[src/rtl/core/assert_macros.svh]
// Assertion macros shared by the oscillator RTL.
`ifndef ASSERT_MACROS_SVH
`define ASSERT_MACROS_SVH

// Clocked property, disabled while reset is high.
`define ASSERT_CLK(label, prop, msg) \
   label: assert property (@(posedge clock) disable iff (reset) prop) else $error(msg);

// Same-cycle implication, disabled while reset is high.
`define ASSERT_IMPLY(label, ante, cons, msg) \
   label: assert property (@(posedge clock) disable iff (reset) (ante) |-> (cons)) else $error(msg);

`endif

[src/rtl/core/lpot_pkg.sv]
// ----------------------------------------------------------------------------
// lpot_pkg
// Types, constants and helper functions of the leg phase oscillator.
// ----------------------------------------------------------------------------
package lpot_pkg;

   // Sizing of the leg phase store.
   localparam int LEGS       = 4;
   localparam int PHASE_BITS = 16;
   localparam int LEG_IDX_W  = (LEGS > 1) ? $clog2(LEGS) : 1;

   // CORDIC datapath sizing.
   localparam int CORDIC_ITERS = 16;
   localparam int ITER_W       = $clog2(CORDIC_ITERS);
   localparam int XY_W         = 45;
   localparam int Z_W          = 26;

   // Shared multiplier and accumulator sizing.
   localparam int MUL_A_W = 44;
   localparam int MUL_B_W = 24;
   localparam int PROD_W  = MUL_A_W + MUL_B_W;
   localparam int ACC_W   = 52;
   localparam int C_W     = 20;
   localparam int TX_W    = 27;
   localparam int TY_W    = 43;
   localparam int LEN_W   = 36;

   // Fixed constants.
   localparam int CORDIC_GAIN   = 39797;
   localparam int RAD_TO_TURN24 = 2670177;
   localparam int SETTLE        = 16384;
   localparam int HIP_MAX       = 32768;
   localparam int KNEE_MAX      = 65535;
   localparam int KNEE_MIN      = -65536;
   localparam int QUARTER_TURN  = 4194304;
   localparam int HALF_TURN     = 8388608;
   localparam int FULL_TURN     = 16777216;

   // Reset phases, scaled from 16-bit turn units to the phase width.
   localparam logic [PHASE_BITS-1:0] PHASE_EVEN_RST = PHASE_BITS'((PHASE_BITS >= 16) ?
      (64'd19275 << (PHASE_BITS >= 16 ? PHASE_BITS - 16 : 0)) :
      (64'd19275 >> (PHASE_BITS < 16 ? 16 - PHASE_BITS : 0)));
   localparam logic [PHASE_BITS-1:0] PHASE_ODD_RST = PHASE_BITS'((PHASE_BITS >= 16) ?
      (64'd14247 << (PHASE_BITS >= 16 ? PHASE_BITS - 16 : 0)) :
      (64'd14247 >> (PHASE_BITS < 16 ? 16 - PHASE_BITS : 0)));

   // Configuration register indexes.
   typedef enum logic [2:0] {
      REG_ANGULAR_VELOCITY = 3'd0,
      REG_SUPPORT_GAIN     = 3'd1,
      REG_PROPULSION_GAIN  = 3'd2,
      REG_TIME_STEP        = 3'd3,
      REG_OFFSET_Y         = 3'd4,
      REG_AMP_X            = 3'd5,
      REG_AMP_Y            = 3'd6,
      REG_GROUND_SCALE     = 3'd7
   } lpot_reg_type;

   // Sequencer states.
   typedef enum logic [4:0] {
      ST_IDLE, ST_LOAD, ST_ROT_A,
      ST_M1, ST_M2, ST_M3, ST_M4, ST_M5, ST_M6, ST_M7, ST_M8,
      ST_ROT_B, ST_T1, ST_T2, ST_T3, ST_T4, ST_T5,
      ST_VEC, ST_L1, ST_L2
   } lpot_state_type;

   // Control into the CORDIC unit.
   typedef struct packed {
      logic load;
      logic vectoring;
   } lpot_cordic_ctrl_type;

   // Status out of the CORDIC unit.
   typedef struct packed {
      logic busy;
      logic done;
   } lpot_cordic_stat_type;

   // Angle folded into a quarter turn either side of zero.
   typedef struct packed {
      logic                  neg;
      logic signed [Z_W-1:0] z;
   } lpot_fold_type;

   // Arctangent table in units of 2^-24 turn.
   function automatic logic signed [Z_W-1:0] atan_lut(input logic [ITER_W-1:0] i);
      logic signed [Z_W-1:0] v;
      case (i)
         4'd0:    v = Z_W'(2097152);
         4'd1:    v = Z_W'(1238021);
         4'd2:    v = Z_W'(654136);
         4'd3:    v = Z_W'(332050);
         4'd4:    v = Z_W'(166669);
         4'd5:    v = Z_W'(83416);
         4'd6:    v = Z_W'(41718);
         4'd7:    v = Z_W'(20860);
         4'd8:    v = Z_W'(10430);
         4'd9:    v = Z_W'(5215);
         4'd10:   v = Z_W'(2608);
         4'd11:   v = Z_W'(1304);
         4'd12:   v = Z_W'(652);
         4'd13:   v = Z_W'(326);
         4'd14:   v = Z_W'(163);
         default: v = Z_W'(81);
      endcase
      return v;
   endfunction

   // Leg number wrapped onto the stored legs.
   function automatic logic [LEG_IDX_W-1:0] leg_index(input logic [1:0] leg);
      logic [3:0] v;
      v = {2'b00, leg};
      for (int k = 0; k < 3; k++) begin
         if (v >= 4'(LEGS)) begin
            v = v - 4'(LEGS);
         end
      end
      return LEG_IDX_W'(v);
   endfunction

   // Phase to a 24-bit turn angle, folded for the rotation pass.
   function automatic lpot_fold_type fold_phase(input logic [PHASE_BITS-1:0] p);
      lpot_fold_type f;
      logic [23:0]   a;
      a = 24'(p) << (24 - PHASE_BITS);
      f.neg = 1'b0;
      f.z   = $signed({2'b00, a});
      if (a[23]) begin
         f.z = f.z - Z_W'(FULL_TURN);
      end
      if (f.z > Z_W'(QUARTER_TURN)) begin
         f.z   = f.z - Z_W'(HALF_TURN);
         f.neg = 1'b1;
      end else if (f.z < -Z_W'(QUARTER_TURN)) begin
         f.z   = f.z + Z_W'(HALF_TURN);
         f.neg = 1'b1;
      end
      return f;
   endfunction

endpackage

[src/rtl/core/lpot_cordic.sv]
// ----------------------------------------------------------------------------
// lpot_cordic
// Shared iterative CORDIC: one micro-rotation per cycle, rotation or vectoring.
// ----------------------------------------------------------------------------
module lpot_cordic (
   input  logic                                 clock,
   input  logic                                 reset,
   input  lpot_pkg::lpot_cordic_ctrl_type       ctrl,
   input  logic signed [lpot_pkg::XY_W-1:0]     x_init,
   input  logic signed [lpot_pkg::XY_W-1:0]     y_init,
   input  logic signed [lpot_pkg::Z_W-1:0]      z_init,
   output logic signed [lpot_pkg::XY_W-1:0]     x_out,
   output logic signed [lpot_pkg::XY_W-1:0]     y_out,
   output logic signed [lpot_pkg::Z_W-1:0]      z_out,
   output lpot_pkg::lpot_cordic_stat_type       stat
);
   import lpot_pkg::*;

   logic signed [XY_W-1:0] x_ff, x_in, y_ff, y_in, dx, dy;
   logic signed [Z_W-1:0]  z_ff, z_in, atn;
   logic [ITER_W-1:0]      iter_ff, iter_in;
   logic                   busy_ff, busy_in, done_ff, done_in, vec_ff, vec_in;
   logic                   dir_pos;

   // One micro-rotation; direction from the angle or from the sign of y.
   always_comb begin
      dx      = x_ff >>> iter_ff;
      dy      = y_ff >>> iter_ff;
      atn     = atan_lut(iter_ff);
      dir_pos = vec_ff ? (y_ff <= 0) : (z_ff >= 0);
      x_in    = x_ff;
      y_in    = y_ff;
      z_in    = z_ff;
      iter_in = iter_ff;
      busy_in = busy_ff;
      vec_in  = vec_ff;
      done_in = 1'b0;
      if (ctrl.load) begin
         x_in    = x_init;
         y_in    = y_init;
         z_in    = z_init;
         iter_in = '0;
         busy_in = 1'b1;
         vec_in  = ctrl.vectoring;
      end else if (busy_ff) begin
         if (dir_pos) begin
            x_in = x_ff - dy;
            y_in = y_ff + dx;
            z_in = z_ff - atn;
         end else begin
            x_in = x_ff + dy;
            y_in = y_ff - dx;
            z_in = z_ff + atn;
         end
         iter_in = iter_ff + 1'b1;
         if (iter_ff == ITER_W'(CORDIC_ITERS - 1)) begin
            busy_in = 1'b0;
            done_in = 1'b1;
         end
      end
   end

   // Control state.
   always_ff @(posedge clock) begin
      if (reset) begin
         busy_ff <= 1'b0;
         done_ff <= 1'b0;
      end else begin
         busy_ff <= busy_in;
         done_ff <= done_in;
      end
   end

   // Datapath.
   always_ff @(posedge clock) begin
      x_ff    <= x_in;
      y_ff    <= y_in;
      z_ff    <= z_in;
      iter_ff <= iter_in;
      vec_ff  <= vec_in;
   end

   assign x_out     = x_ff;
   assign y_out     = y_ff;
   assign z_out     = z_ff;
   assign stat.busy = busy_ff;
   assign stat.done = done_ff;

endmodule

[src/rtl/core/leg_phase_oscillator_target_unit.sv]
// ----------------------------------------------------------------------------
// leg_phase_oscillator_target_unit
// Per-leg feedback gait oscillator with foot target, hip angle and knee length.
// ----------------------------------------------------------------------------
//  channel  | ports                                          | direction
//  request  | req_valid req_stall req_leg req_normal_x/_y    | in
//           | req_femur_length                               |
//  response | rsp_valid rsp_stall rsp_leg_out rsp_phase_out  | out
//           | rsp_hip_angle rsp_knee_length                  |
//  csr      | csr_valid csr_ready csr_index csr_data         | in
//
// A transaction makes three 16-step passes through the shared CORDIC unit
// and uses the shared multiplier between them.
// One transaction is in flight at a time; req_stall is high while it runs.
// A finished result sits in the output register, so the next request can be
// taken while the response is stalled; a stalled response holds the final step.
// Reset is synchronous and restores the state, the response valid flag, the configuration registers and the leg phases.
`include "assert_macros.svh"

module leg_phase_oscillator_target_unit (
   input  logic               clock,
   input  logic               reset,
   input  logic               req_valid,
   output logic               req_stall,
   input  logic [1:0]         req_leg,
   input  logic signed [15:0] req_normal_x,
   input  logic signed [15:0] req_normal_y,
   input  logic [15:0]        req_femur_length,
   output logic               rsp_valid,
   input  logic               rsp_stall,
   output logic [1:0]         rsp_leg_out,
   output logic [15:0]        rsp_phase_out,
   output logic [15:0]        rsp_hip_angle,
   output logic signed [16:0] rsp_knee_length,
   input  logic               csr_valid,
   output logic               csr_ready,
   input  logic [2:0]         csr_index,
   input  logic [15:0]        csr_data
);
   import lpot_pkg::*;

   lpot_state_type state_ff, state_in;

   // Configuration registers.
   logic [15:0] omega_ff, sg_ff, pg_ff, dt_ff, offy_ff, ampx_ff, ampy_ff, gs_ff;

   // Transaction payload and working registers.
   logic [PHASE_BITS-1:0]   phase_ff [LEGS];
   logic [PHASE_BITS-1:0]   newp_ff, newp_in;
   logic                    phase_we;
   logic [1:0]              leg_ff, leg_in;
   logic [LEG_IDX_W-1:0]    idx_ff, idx_in;
   logic signed [15:0]      nx_ff, nx_in, ny_ff, ny_in;
   logic [15:0]             femur_ff, femur_in;
   logic signed [C_W-1:0]   c_ff, c_in, s_ff, s_in;
   logic                    neg_ff, neg_in, zero_ff, zero_in;
   logic signed [PROD_W-1:0] prod_ff, prod_in;
   logic signed [ACC_W-1:0]  acc_ff, acc_in;
   logic signed [TX_W-1:0]   tx_ff, tx_in;
   logic signed [TY_W-1:0]   ty_ff, ty_in;

   // Output register.
   logic               rsp_valid_ff, rsp_valid_in;
   logic [1:0]         rsp_leg_ff, rsp_leg_in;
   logic [15:0]        rsp_phase_ff, rsp_phase_in, rsp_hip_ff, rsp_hip_in;
   logic signed [16:0] rsp_knee_ff, rsp_knee_in;

   // Shared multiplier operands.
   logic signed [MUL_A_W-1:0] mul_a;
   logic signed [MUL_B_W-1:0] mul_b;
   logic                      mul_en;

   // Rounded views of the product and accumulator.
   logic signed [PROD_W-1:0]  prod_r8, prod_r16, prod_r24, prod_dsum;
   logic signed [ACC_W-1:0]   acc_r8;
   logic [PHASE_BITS-1:0]     delta;
   logic signed [TY_W-1:0]    ty_abs;
   logic signed [LEN_W-1:0]   len_w, knee_w;
   logic signed [Z_W-1:0]     hip_w;
   lpot_fold_type             fold;

   // CORDIC connection.
   lpot_cordic_ctrl_type      cordic_ctrl;
   lpot_cordic_stat_type      cordic_stat;
   logic signed [XY_W-1:0]    cx_init, cy_init, cx_out, cy_out;
   logic signed [Z_W-1:0]     cz_init, cz_out;

   lpot_cordic u_cordic (
      .clock  (clock),
      .reset  (reset),
      .ctrl   (cordic_ctrl),
      .x_init (cx_init),
      .y_init (cy_init),
      .z_init (cz_init),
      .x_out  (cx_out),
      .y_out  (cy_out),
      .z_out  (cz_out),
      .stat   (cordic_stat)
   );

   // Rounding helpers: add half an LSB, then shift arithmetically.
   always_comb begin
      prod_r8   = (prod_ff + PROD_W'(128)) >>> 8;
      prod_r16  = (prod_ff + PROD_W'(32768)) >>> 16;
      prod_r24  = (prod_ff + PROD_W'(8388608)) >>> 24;
      prod_dsum = prod_ff + (PROD_W'(1) <<< (47 - PHASE_BITS));
      delta     = prod_dsum[47 -: PHASE_BITS];
      acc_r8    = (acc_ff + ACC_W'(128)) >>> 8;
      ty_abs    = ty_ff[TY_W-1] ? -ty_ff : ty_ff;
      fold      = fold_phase(state_ff == ST_LOAD ? phase_ff[idx_ff] : newp_in);
      len_w     = LEN_W'(prod_r24);
      knee_w    = len_w - LEN_W'($signed({1'b0, femur_ff}));
      hip_w     = ((cz_out + Z_W'(128)) >>> 8) + Z_W'(SETTLE);
   end

   // Sequencer: next state, multiplier operands and working registers.
   always_comb begin
      state_in     = state_ff;
      leg_in       = leg_ff;
      idx_in       = idx_ff;
      nx_in        = nx_ff;
      ny_in        = ny_ff;
      femur_in     = femur_ff;
      c_in         = c_ff;
      s_in         = s_ff;
      neg_in       = neg_ff;
      zero_in      = zero_ff;
      acc_in       = acc_ff;
      tx_in        = tx_ff;
      ty_in        = ty_ff;
      newp_in      = newp_ff;
      phase_we     = 1'b0;
      mul_en       = 1'b0;
      mul_a        = '0;
      mul_b        = '0;
      cordic_ctrl  = '0;
      cx_init      = XY_W'(CORDIC_GAIN);
      cy_init      = '0;
      cz_init      = fold.z;
      rsp_valid_in = rsp_valid_ff && rsp_stall;
      rsp_leg_in   = rsp_leg_ff;
      rsp_phase_in = rsp_phase_ff;
      rsp_hip_in   = rsp_hip_ff;
      rsp_knee_in  = rsp_knee_ff;
      unique case (state_ff)
         ST_IDLE: begin
            if (req_valid) begin
               leg_in   = req_leg;
               idx_in   = leg_index(req_leg);
               nx_in    = req_normal_x;
               ny_in    = req_normal_y;
               femur_in = req_femur_length;
               state_in = ST_LOAD;
            end
         end
         ST_LOAD: begin
            cordic_ctrl.load = 1'b1;
            neg_in           = fold.neg;
            state_in         = ST_ROT_A;
         end
         ST_ROT_A, ST_ROT_B: begin
            if (cordic_stat.done) begin
               c_in     = neg_ff ? C_W'(-cx_out) : C_W'(cx_out);
               s_in     = neg_ff ? C_W'(-cy_out) : C_W'(cy_out);
               state_in = (state_ff == ST_ROT_A) ? ST_M1 : ST_T1;
            end
         end
         // Rate terms: sg*Ny*c and pg*Nx*c.
         ST_M1: begin
            mul_en   = 1'b1;
            mul_a    = MUL_A_W'($signed({1'b0, sg_ff}));
            mul_b    = MUL_B_W'(ny_ff);
            state_in = ST_M2;
         end
         ST_M2: begin
            mul_en   = 1'b1;
            mul_a    = MUL_A_W'(prod_ff);
            mul_b    = MUL_B_W'(c_ff);
            state_in = ST_M3;
         end
         ST_M3: begin
            acc_in   = (ACC_W'($signed(omega_ff)) <<< 24) - ACC_W'(prod_ff);
            mul_en   = 1'b1;
            mul_a    = MUL_A_W'($signed({1'b0, pg_ff}));
            mul_b    = MUL_B_W'(nx_ff);
            state_in = ST_M4;
         end
         ST_M4: begin
            mul_en   = 1'b1;
            mul_a    = MUL_A_W'(prod_ff);
            mul_b    = MUL_B_W'(c_ff);
            state_in = ST_M5;
         end
         ST_M5: begin
            acc_in   = acc_ff - ACC_W'(prod_ff);
            state_in = ST_M6;
         end
         // Scale by the time step, then convert radians to turns.
         ST_M6: begin
            mul_en   = 1'b1;
            mul_a    = MUL_A_W'(acc_r8);
            mul_b    = MUL_B_W'($signed({1'b0, dt_ff}));
            state_in = ST_M7;
         end
         ST_M7: begin
            mul_en   = 1'b1;
            mul_a    = MUL_A_W'(prod_r16);
            mul_b    = MUL_B_W'(RAD_TO_TURN24);
            state_in = ST_M8;
         end
         ST_M8: begin
            newp_in          = phase_ff[idx_ff] + delta;
            phase_we         = 1'b1;
            cordic_ctrl.load = 1'b1;
            neg_in           = fold.neg;
            state_in         = ST_ROT_B;
         end
         // Foot target from the new phase.
         ST_T1: begin
            mul_en   = 1'b1;
            mul_a    = MUL_A_W'($signed({1'b0, ampx_ff}));
            mul_b    = MUL_B_W'(c_ff);
            state_in = ST_T2;
         end
         ST_T2: begin
            tx_in    = TX_W'(prod_r8);
            mul_en   = 1'b1;
            mul_a    = MUL_A_W'($signed({1'b0, ampy_ff}));
            mul_b    = (s_ff > 0) ? MUL_B_W'(256) : MUL_B_W'($signed({1'b0, gs_ff}));
            state_in = ST_T3;
         end
         ST_T3: begin
            mul_en   = 1'b1;
            mul_a    = MUL_A_W'(prod_ff);
            mul_b    = MUL_B_W'(s_ff);
            state_in = ST_T4;
         end
         ST_T4: begin
            ty_in    = (TY_W'($signed({1'b0, offy_ff})) <<< 24) + TY_W'(prod_r16);
            state_in = ST_T5;
         end
         ST_T5: begin
            zero_in               = (tx_ff == 0) && (ty_ff == 0);
            cordic_ctrl.load      = 1'b1;
            cordic_ctrl.vectoring = 1'b1;
            cx_init               = XY_W'(ty_abs);
            cy_init               = XY_W'(tx_ff);
            cz_init               = '0;
            state_in              = ST_VEC;
         end
         ST_VEC: begin
            if (cordic_stat.done) begin
               state_in = ST_L1;
            end
         end
         ST_L1: begin
            mul_en   = 1'b1;
            mul_a    = MUL_A_W'(cx_out);
            mul_b    = MUL_B_W'(CORDIC_GAIN);
            state_in = ST_L2;
         end
         // Final step: wait for a free output register.
         ST_L2: begin
            if (!rsp_valid_ff || !rsp_stall) begin
               rsp_valid_in = 1'b1;
               rsp_leg_in   = leg_ff;
               rsp_phase_in = 16'({newp_ff, 16'b0} >> PHASE_BITS);
               if (zero_ff) begin
                  rsp_hip_in = 16'(SETTLE);
               end else if (hip_w < 0) begin
                  rsp_hip_in = '0;
               end else if (hip_w > Z_W'(HIP_MAX)) begin
                  rsp_hip_in = 16'(HIP_MAX);
               end else begin
                  rsp_hip_in = 16'(hip_w);
               end
               if (knee_w > LEN_W'(KNEE_MAX)) begin
                  rsp_knee_in = 17'(KNEE_MAX);
               end else if (knee_w < LEN_W'(KNEE_MIN)) begin
                  rsp_knee_in = 17'(KNEE_MIN);
               end else begin
                  rsp_knee_in = 17'(knee_w);
               end
               state_in = ST_IDLE;
            end
         end
         default: state_in = ST_IDLE;
      endcase
      prod_in = mul_en ? PROD_W'(mul_a * mul_b) : prod_ff;
   end

   // Control state, configuration registers and leg phases.
   always_ff @(posedge clock) begin
      if (reset) begin
         state_ff     <= ST_IDLE;
         rsp_valid_ff <= 1'b0;
         omega_ff     <= 16'd0;
         sg_ff        <= 16'd128;
         pg_ff        <= 16'd0;
         dt_ff        <= 16'd66;
         offy_ff      <= 16'd5243;
         ampx_ff      <= 16'd1311;
         ampy_ff      <= 16'd1049;
         gs_ff        <= 16'd256;
         for (int k = 0; k < LEGS; k++) begin
            phase_ff[k] <= (k % 2 == 1) ? PHASE_ODD_RST : PHASE_EVEN_RST;
         end
      end else begin
         state_ff     <= state_in;
         rsp_valid_ff <= rsp_valid_in;
         if (phase_we) begin
            phase_ff[idx_ff] <= newp_in;
         end
         if (csr_valid) begin
            unique case (lpot_reg_type'(csr_index))
               REG_ANGULAR_VELOCITY: omega_ff <= csr_data;
               REG_SUPPORT_GAIN:     sg_ff    <= csr_data;
               REG_PROPULSION_GAIN:  pg_ff    <= csr_data;
               REG_TIME_STEP:        dt_ff    <= csr_data;
               REG_OFFSET_Y:         offy_ff  <= csr_data;
               REG_AMP_X:            ampx_ff  <= csr_data;
               REG_AMP_Y:            ampy_ff  <= csr_data;
               REG_GROUND_SCALE:     gs_ff    <= csr_data;
               default:              ;
            endcase
         end
      end
   end

   // Payload and working registers.
   always_ff @(posedge clock) begin
      leg_ff       <= leg_in;
      idx_ff       <= idx_in;
      nx_ff        <= nx_in;
      ny_ff        <= ny_in;
      femur_ff     <= femur_in;
      c_ff         <= c_in;
      s_ff         <= s_in;
      neg_ff       <= neg_in;
      zero_ff      <= zero_in;
      prod_ff      <= prod_in;
      acc_ff       <= acc_in;
      tx_ff        <= tx_in;
      ty_ff        <= ty_in;
      newp_ff      <= newp_in;
      rsp_leg_ff   <= rsp_leg_in;
      rsp_phase_ff <= rsp_phase_in;
      rsp_hip_ff   <= rsp_hip_in;
      rsp_knee_ff  <= rsp_knee_in;
   end

   assign req_stall       = (state_ff != ST_IDLE);
   assign csr_ready       = 1'b1;
   assign rsp_valid       = rsp_valid_ff;
   assign rsp_leg_out     = rsp_leg_ff;
   assign rsp_phase_out   = rsp_phase_ff;
   assign rsp_hip_angle   = rsp_hip_ff;
   assign rsp_knee_length = rsp_knee_ff;

   // An accepted transaction starts the phase load on the next cycle.
   `ASSERT_CLK(a_accept_loads, (req_valid && !req_stall) |=> (state_ff == ST_LOAD), "accept did not start a load")
   // The CORDIC only finishes while the sequencer waits for it.
   `ASSERT_IMPLY(a_done_in_wait, cordic_stat.done, (state_ff == ST_ROT_A) || (state_ff == ST_ROT_B) || (state_ff == ST_VEC), "CORDIC finished outside a wait state")
   // The hip angle stays within a half turn.
   `ASSERT_IMPLY(a_hip_range, rsp_valid, rsp_hip_angle <= 16'(HIP_MAX), "hip angle out of range")

endmodule
[config.mk]
export PLATFORM = sky130hd
export DESIGN_NAME = leg_phase_oscillator_target_unit
export DESIGN_NICKNAME = d
export VERILOG_FILES = /design/src/rtl/core/lpot_pkg.sv /design/src/rtl/core/lpot_cordic.sv /design/src/rtl/core/leg_phase_oscillator_target_unit.sv
export VERILOG_INCLUDE_DIRS = /design/src /design/src/rtl/core
export SDC_FILE = /design/constraint.sdc
export NUM_CORES = 2
export LEC_CHECK = 0
export ABC_CLOCK_PERIOD_IN_PS = 13990
export BUFFER_PORTS_ARGS = -buffer_cell sky130_fd_sc_hd__buf_2
export CORE_ASPECT_RATIO = 0.7
export CORE_UTILIZATION = 50
export CTS_BUF_LIST = sky130_fd_sc_hd__clkbuf_16
export DETAILED_ROUTE_END_ITERATION = 12
export PLACE_DENSITY = 0.67
export SLEW_MARGIN = 40
export SYNTH_ARGS = -nofsm -noshare
export SYNTH_HDL_FRONTEND = slang
export SYNTH_SLANG_ARGS = --single-unit
[constraint.sdc]
create_clock -name clock -period 13.99 [get_ports clock]
set_clock_uncertainty 0.1 [all_clocks]
set_input_delay 0.6995 -clock clock [delete_from_list [all_inputs] [get_ports clock]]
set_output_delay 0.6995 -clock clock [all_outputs]
set_load 0.01 [all_outputs]
==> impl_metrics.ini <==
[run_status]
status = completed

[power]
power.switching_fraction = 0.473
power.sequential.fraction = 0.241
leakage_uw = 0.0378
power_switching_uw = 6970
cellInternalPower_uw = 7780
cellPowerDensity_nw_per_um2 = 169
power_frac_comb = 0.633
ir_drop_mv = 0.192
power.share.clock = 0.127

[timing]
max_freq_mhz = 83.8
finalCritPeriodShare = 0.853
hold-worst-slack_ns = 0.0825
slew_headroom = 0.320
layout_min_cycle_time_ns = 11.94
worst_max_slew_pin_slew_ns = 1.02
finalSetupViolCount = 0
timing.setup.tns_ns = 0
finalHoldViolations = 0
number_of_max_slew_violations_in_the_final_report = 0
rsz_0062_raised_after_global_routing = no

[placed_design]
dp_hpwl_um = 225000
port-buffer-count = 126
gp_routability_congestion = 1.03
dpl_cell_area_um2 = 84700
place.detailed.instances = 11000

[floorplanning]
die-width_um = 485
core.rowCount = 123
die_ar_um2 = 165000
core_region_area_um2 = 161000
design.portCount = 128
initial_utilization = 0.506
die-height_um = 340

[synth]
synth.cell_area_um2 = 81600
postSynthNetCount = 10500
synthTopCellsByArea = sky130_fd_sc_hd__fa_1, sky130_fd_sc_hd__edfxtp_1, sky130_fd_sc_hd__inv_1
synth.largest_area_cell = sky130_fd_sc_hd__fa_1
synth.yosys.warnings = 0
syn-instance-count = 9017
yosys.area.top_type_share = 0.235
yosysSeqAreaShare = 0.230
synthesized_area_per_cell_um2 = 9.05
synth_cell_types = 115
postSynth.asyncResetShare = 0
synth-edff-count = 506
synthFlopType = sky130_fd_sc_hd__edfxtp_1
yosys_register_bits = 686

[clocking]
insertion_delay_ns = 0.69
clk_path_buf_depth = 3
cts_htree_levels = 3
path_clk_slew_ns = 0.07
clock_tree.root_cell = sky130_fd_sc_hd__clkbuf_16
cts_setup_buffers = 0
tritoncts_clock_tree = built
clkSinkCount = 686
cts.repair.resized = 0
cts_inserted_buffers = 67
hold_bufs_inserted_after_cts = 0

[critical_path]
critical_path_arrival_ns = 12.26
cp_data_required_time_ns = 14.31
worstSetupStartpointType = flop
timing.critical_path.mode_cell = sky130_fd_sc_hd__fa_1
worstSetupEndpointType = flop
critical_path_peak_fanout = 11
crit_path_top_delay_cell = sky130_fd_sc_hd__or4b_1
cpPeakStageDelay_ns = 0.83
critical_path_class = reg -> reg

[cells_and_area]
utilization = 0.540
final_net_count = 10400
synth_to_layout_area_growth_pct = 6.69
post_route_cells_drive_above_1_share = 0.0757
layout_commonest_cell = sky130_fd_sc_hd__inv_1
finish.cell_count_without_fillers = 11100
commonest_non_fill_non_tap_cells_in_the_layout = sky130_fd_sc_hd__inv_1, sky130_fd_sc_hd__nand2_1, sky130_fd_sc_hd__fa_1
regArea_um2 = 18800
non_filler_cell_area_final_um2 = 87100
multiInputGateArea_um2 = 56300
n_fill_cell = 14500

[drt]
drt-wirelength-per-cell_um = 25.7
ant_nets = 0
drc_violation_count_after_routing = 0
via_per_inst = 6.09
postRouteWirelength_um = 286000
drt_pass1_iterations = 9
vias = 67800
drt_iter0_drc = 8443

[global_routing]
grt_antenna_before_repair = 24
global_route.usage.met1 = 0.511
global_route.overflow_total = 0
grt-busiest-layer = met1
first_pass_grt_wire_length_um = 427000
met3_usage = 0.102
met2_usage = 0.485
first_global_vias = 66400
grt_usage = 0.345
maximum_number_of_pins_on_one_net_before_global_route_repair = 80

[run]
maxCapViolCount = 0

[min_path]
holdCritPathClass = in -> reg
-- cells by family after synthesis --
| kind of cell | after synthesis | synth area share |
|---|---|---|
| AO/OA/AOI/OAI | 1424 | 0.113 |
| buffers and inverters | 1811 | 0.0860 |
| flip-flops | 686 | 0.230 |
| adder cells (fa/ha/maj) | 1360 | 0.297 |
| other | 1 | 0.0000459 |
| multiplexers | 245 | 0.0495 |
| XOR/XNOR | 639 | 0.0690 |
| AND/OR/NAND/NOR | 2851 | 0.156 |
-- routing by layer --
| layer | wire, µm | share of wire |
|---|---|---|
| met5 | 38 | 0.00013 |
| met4 | 9410 | 0.033 |
| met3 | 37400 | 0.13 |
| met2 | 116000 | 0.41 |
| met1 | 123000 | 0.43 |
-- power groups by stage --
stage / Clock, µW / Combinational, µW / Sequential, µW
2_1_floorplan: 0 / 7120 / 3180
3_3_place_gp: 0 / 8810 / 3550
3_5_place_dp: 0 / 9010 / 3560
4_1_cts: 1880 / 9090 / 3520
5_1_grt: 1950 / 10200 / 3570
6_report: 1870 / 9330 / 3550
-- worst max-delay path: cells and delay by family, from the launching register on --
family	cells	cell delay [ns]
adder cells (fa/ha/maj)	8	4.11
buffers and inverters	3	0.16
XOR/XNOR	2	0.77
flip-flops	1	0.57
AO/OA/AOI/OAI	8	2.78
AND/OR/NAND/NOR	9	3.14
-- synthesized netlist by cell type (55+ instances only) --
cell type and count:
sky130_fd_sc_hd__inv_1 1375, sky130_fd_sc_hd__nand2_1 1335, sky130_fd_sc_hd__fa_1 958, sky130_fd_sc_hd__nor2_1 691, sky130_fd_sc_hd__edfxtp_1 506, sky130_fd_sc_hd__ha_1 402, sky130_fd_sc_hd__xnor2_1 394, sky130_fd_sc_hd__a21oi_1 387
sky130_fd_sc_hd__clkbuf_1 337, sky130_fd_sc_hd__o21ai_0 311, sky130_fd_sc_hd__xor2_1 243, sky130_fd_sc_hd__dfxtp_1 180, sky130_fd_sc_hd__nand3_1 143, sky130_fd_sc_hd__a21o_1 137, sky130_fd_sc_hd__nor3_1 106, sky130_fd_sc_hd__mux4_2 90
sky130_fd_sc_hd__and2_1 88, sky130_fd_sc_hd__nand2b_1 75, sky130_fd_sc_hd__nand4_1 71, sky130_fd_sc_hd__mux2i_1 66, sky130_fd_sc_hd__mux2_2 65, sky130_fd_sc_hd__nor2b_1 61, sky130_fd_sc_hd__o21a_1 61, sky130_fd_sc_hd__and3_1 57
sky130_fd_sc_hd__a31oi_1 56, sky130_fd_sc_hd__a22oi_1 55
-- flip-flops by register name, summed over array words and instances (netlist names), 20 cells and up, named ones only --
| register | count |
|---|---|
| phase_ff | 64 |
| prod_ff | 60 |
| acc_ff | 52 |
| u_cordic.x_out | 45 |
| u_cordic.y_out | 45 |
| ty_ff | 43 |
| tx_ff | 27 |
| u_cordic.z_out | 26 |
| u_cordic.atn | 22 |
| c_ff | 20 |
| s_ff | 20 |
-- stage by stage --
stage | worst slack (ns) | total power, µW
after detailed placement | 2.34 | 12600
after global routing | 1.69 | 15700
after floorplan | 4.28 | 10300
after global placement | 2.00 | 12400
final | 2.05 | 14800
after CTS | 2.31 | 14500
-- area by class of cell --
cell class              count  area share
diodes                     15    0.000431
clock buffers              69      0.0198
clock inverters            54     0.00500
inverters                1384      0.0597
multi-input cells        6520       0.647
flip-flops and latches    686       0.216
well taps                2125      0.0305
repair buffers            278      0.0218
-- path summary, 6_finish.rpt --
path,startpoint,endpoint,slack (ns),cells past startpoint
max,prod_ff[33],prod_ff[56],2.05,30
min,req_normal_y[0],ny_ff[0],0.08,1
max reg2reg,prod_ff[33],prod_ff[56],2.05,30
min reg2reg,newp_ff[4],rsp_phase_out[4],0.33,0
Note: power is estimated with default switching activity, not from simulation.
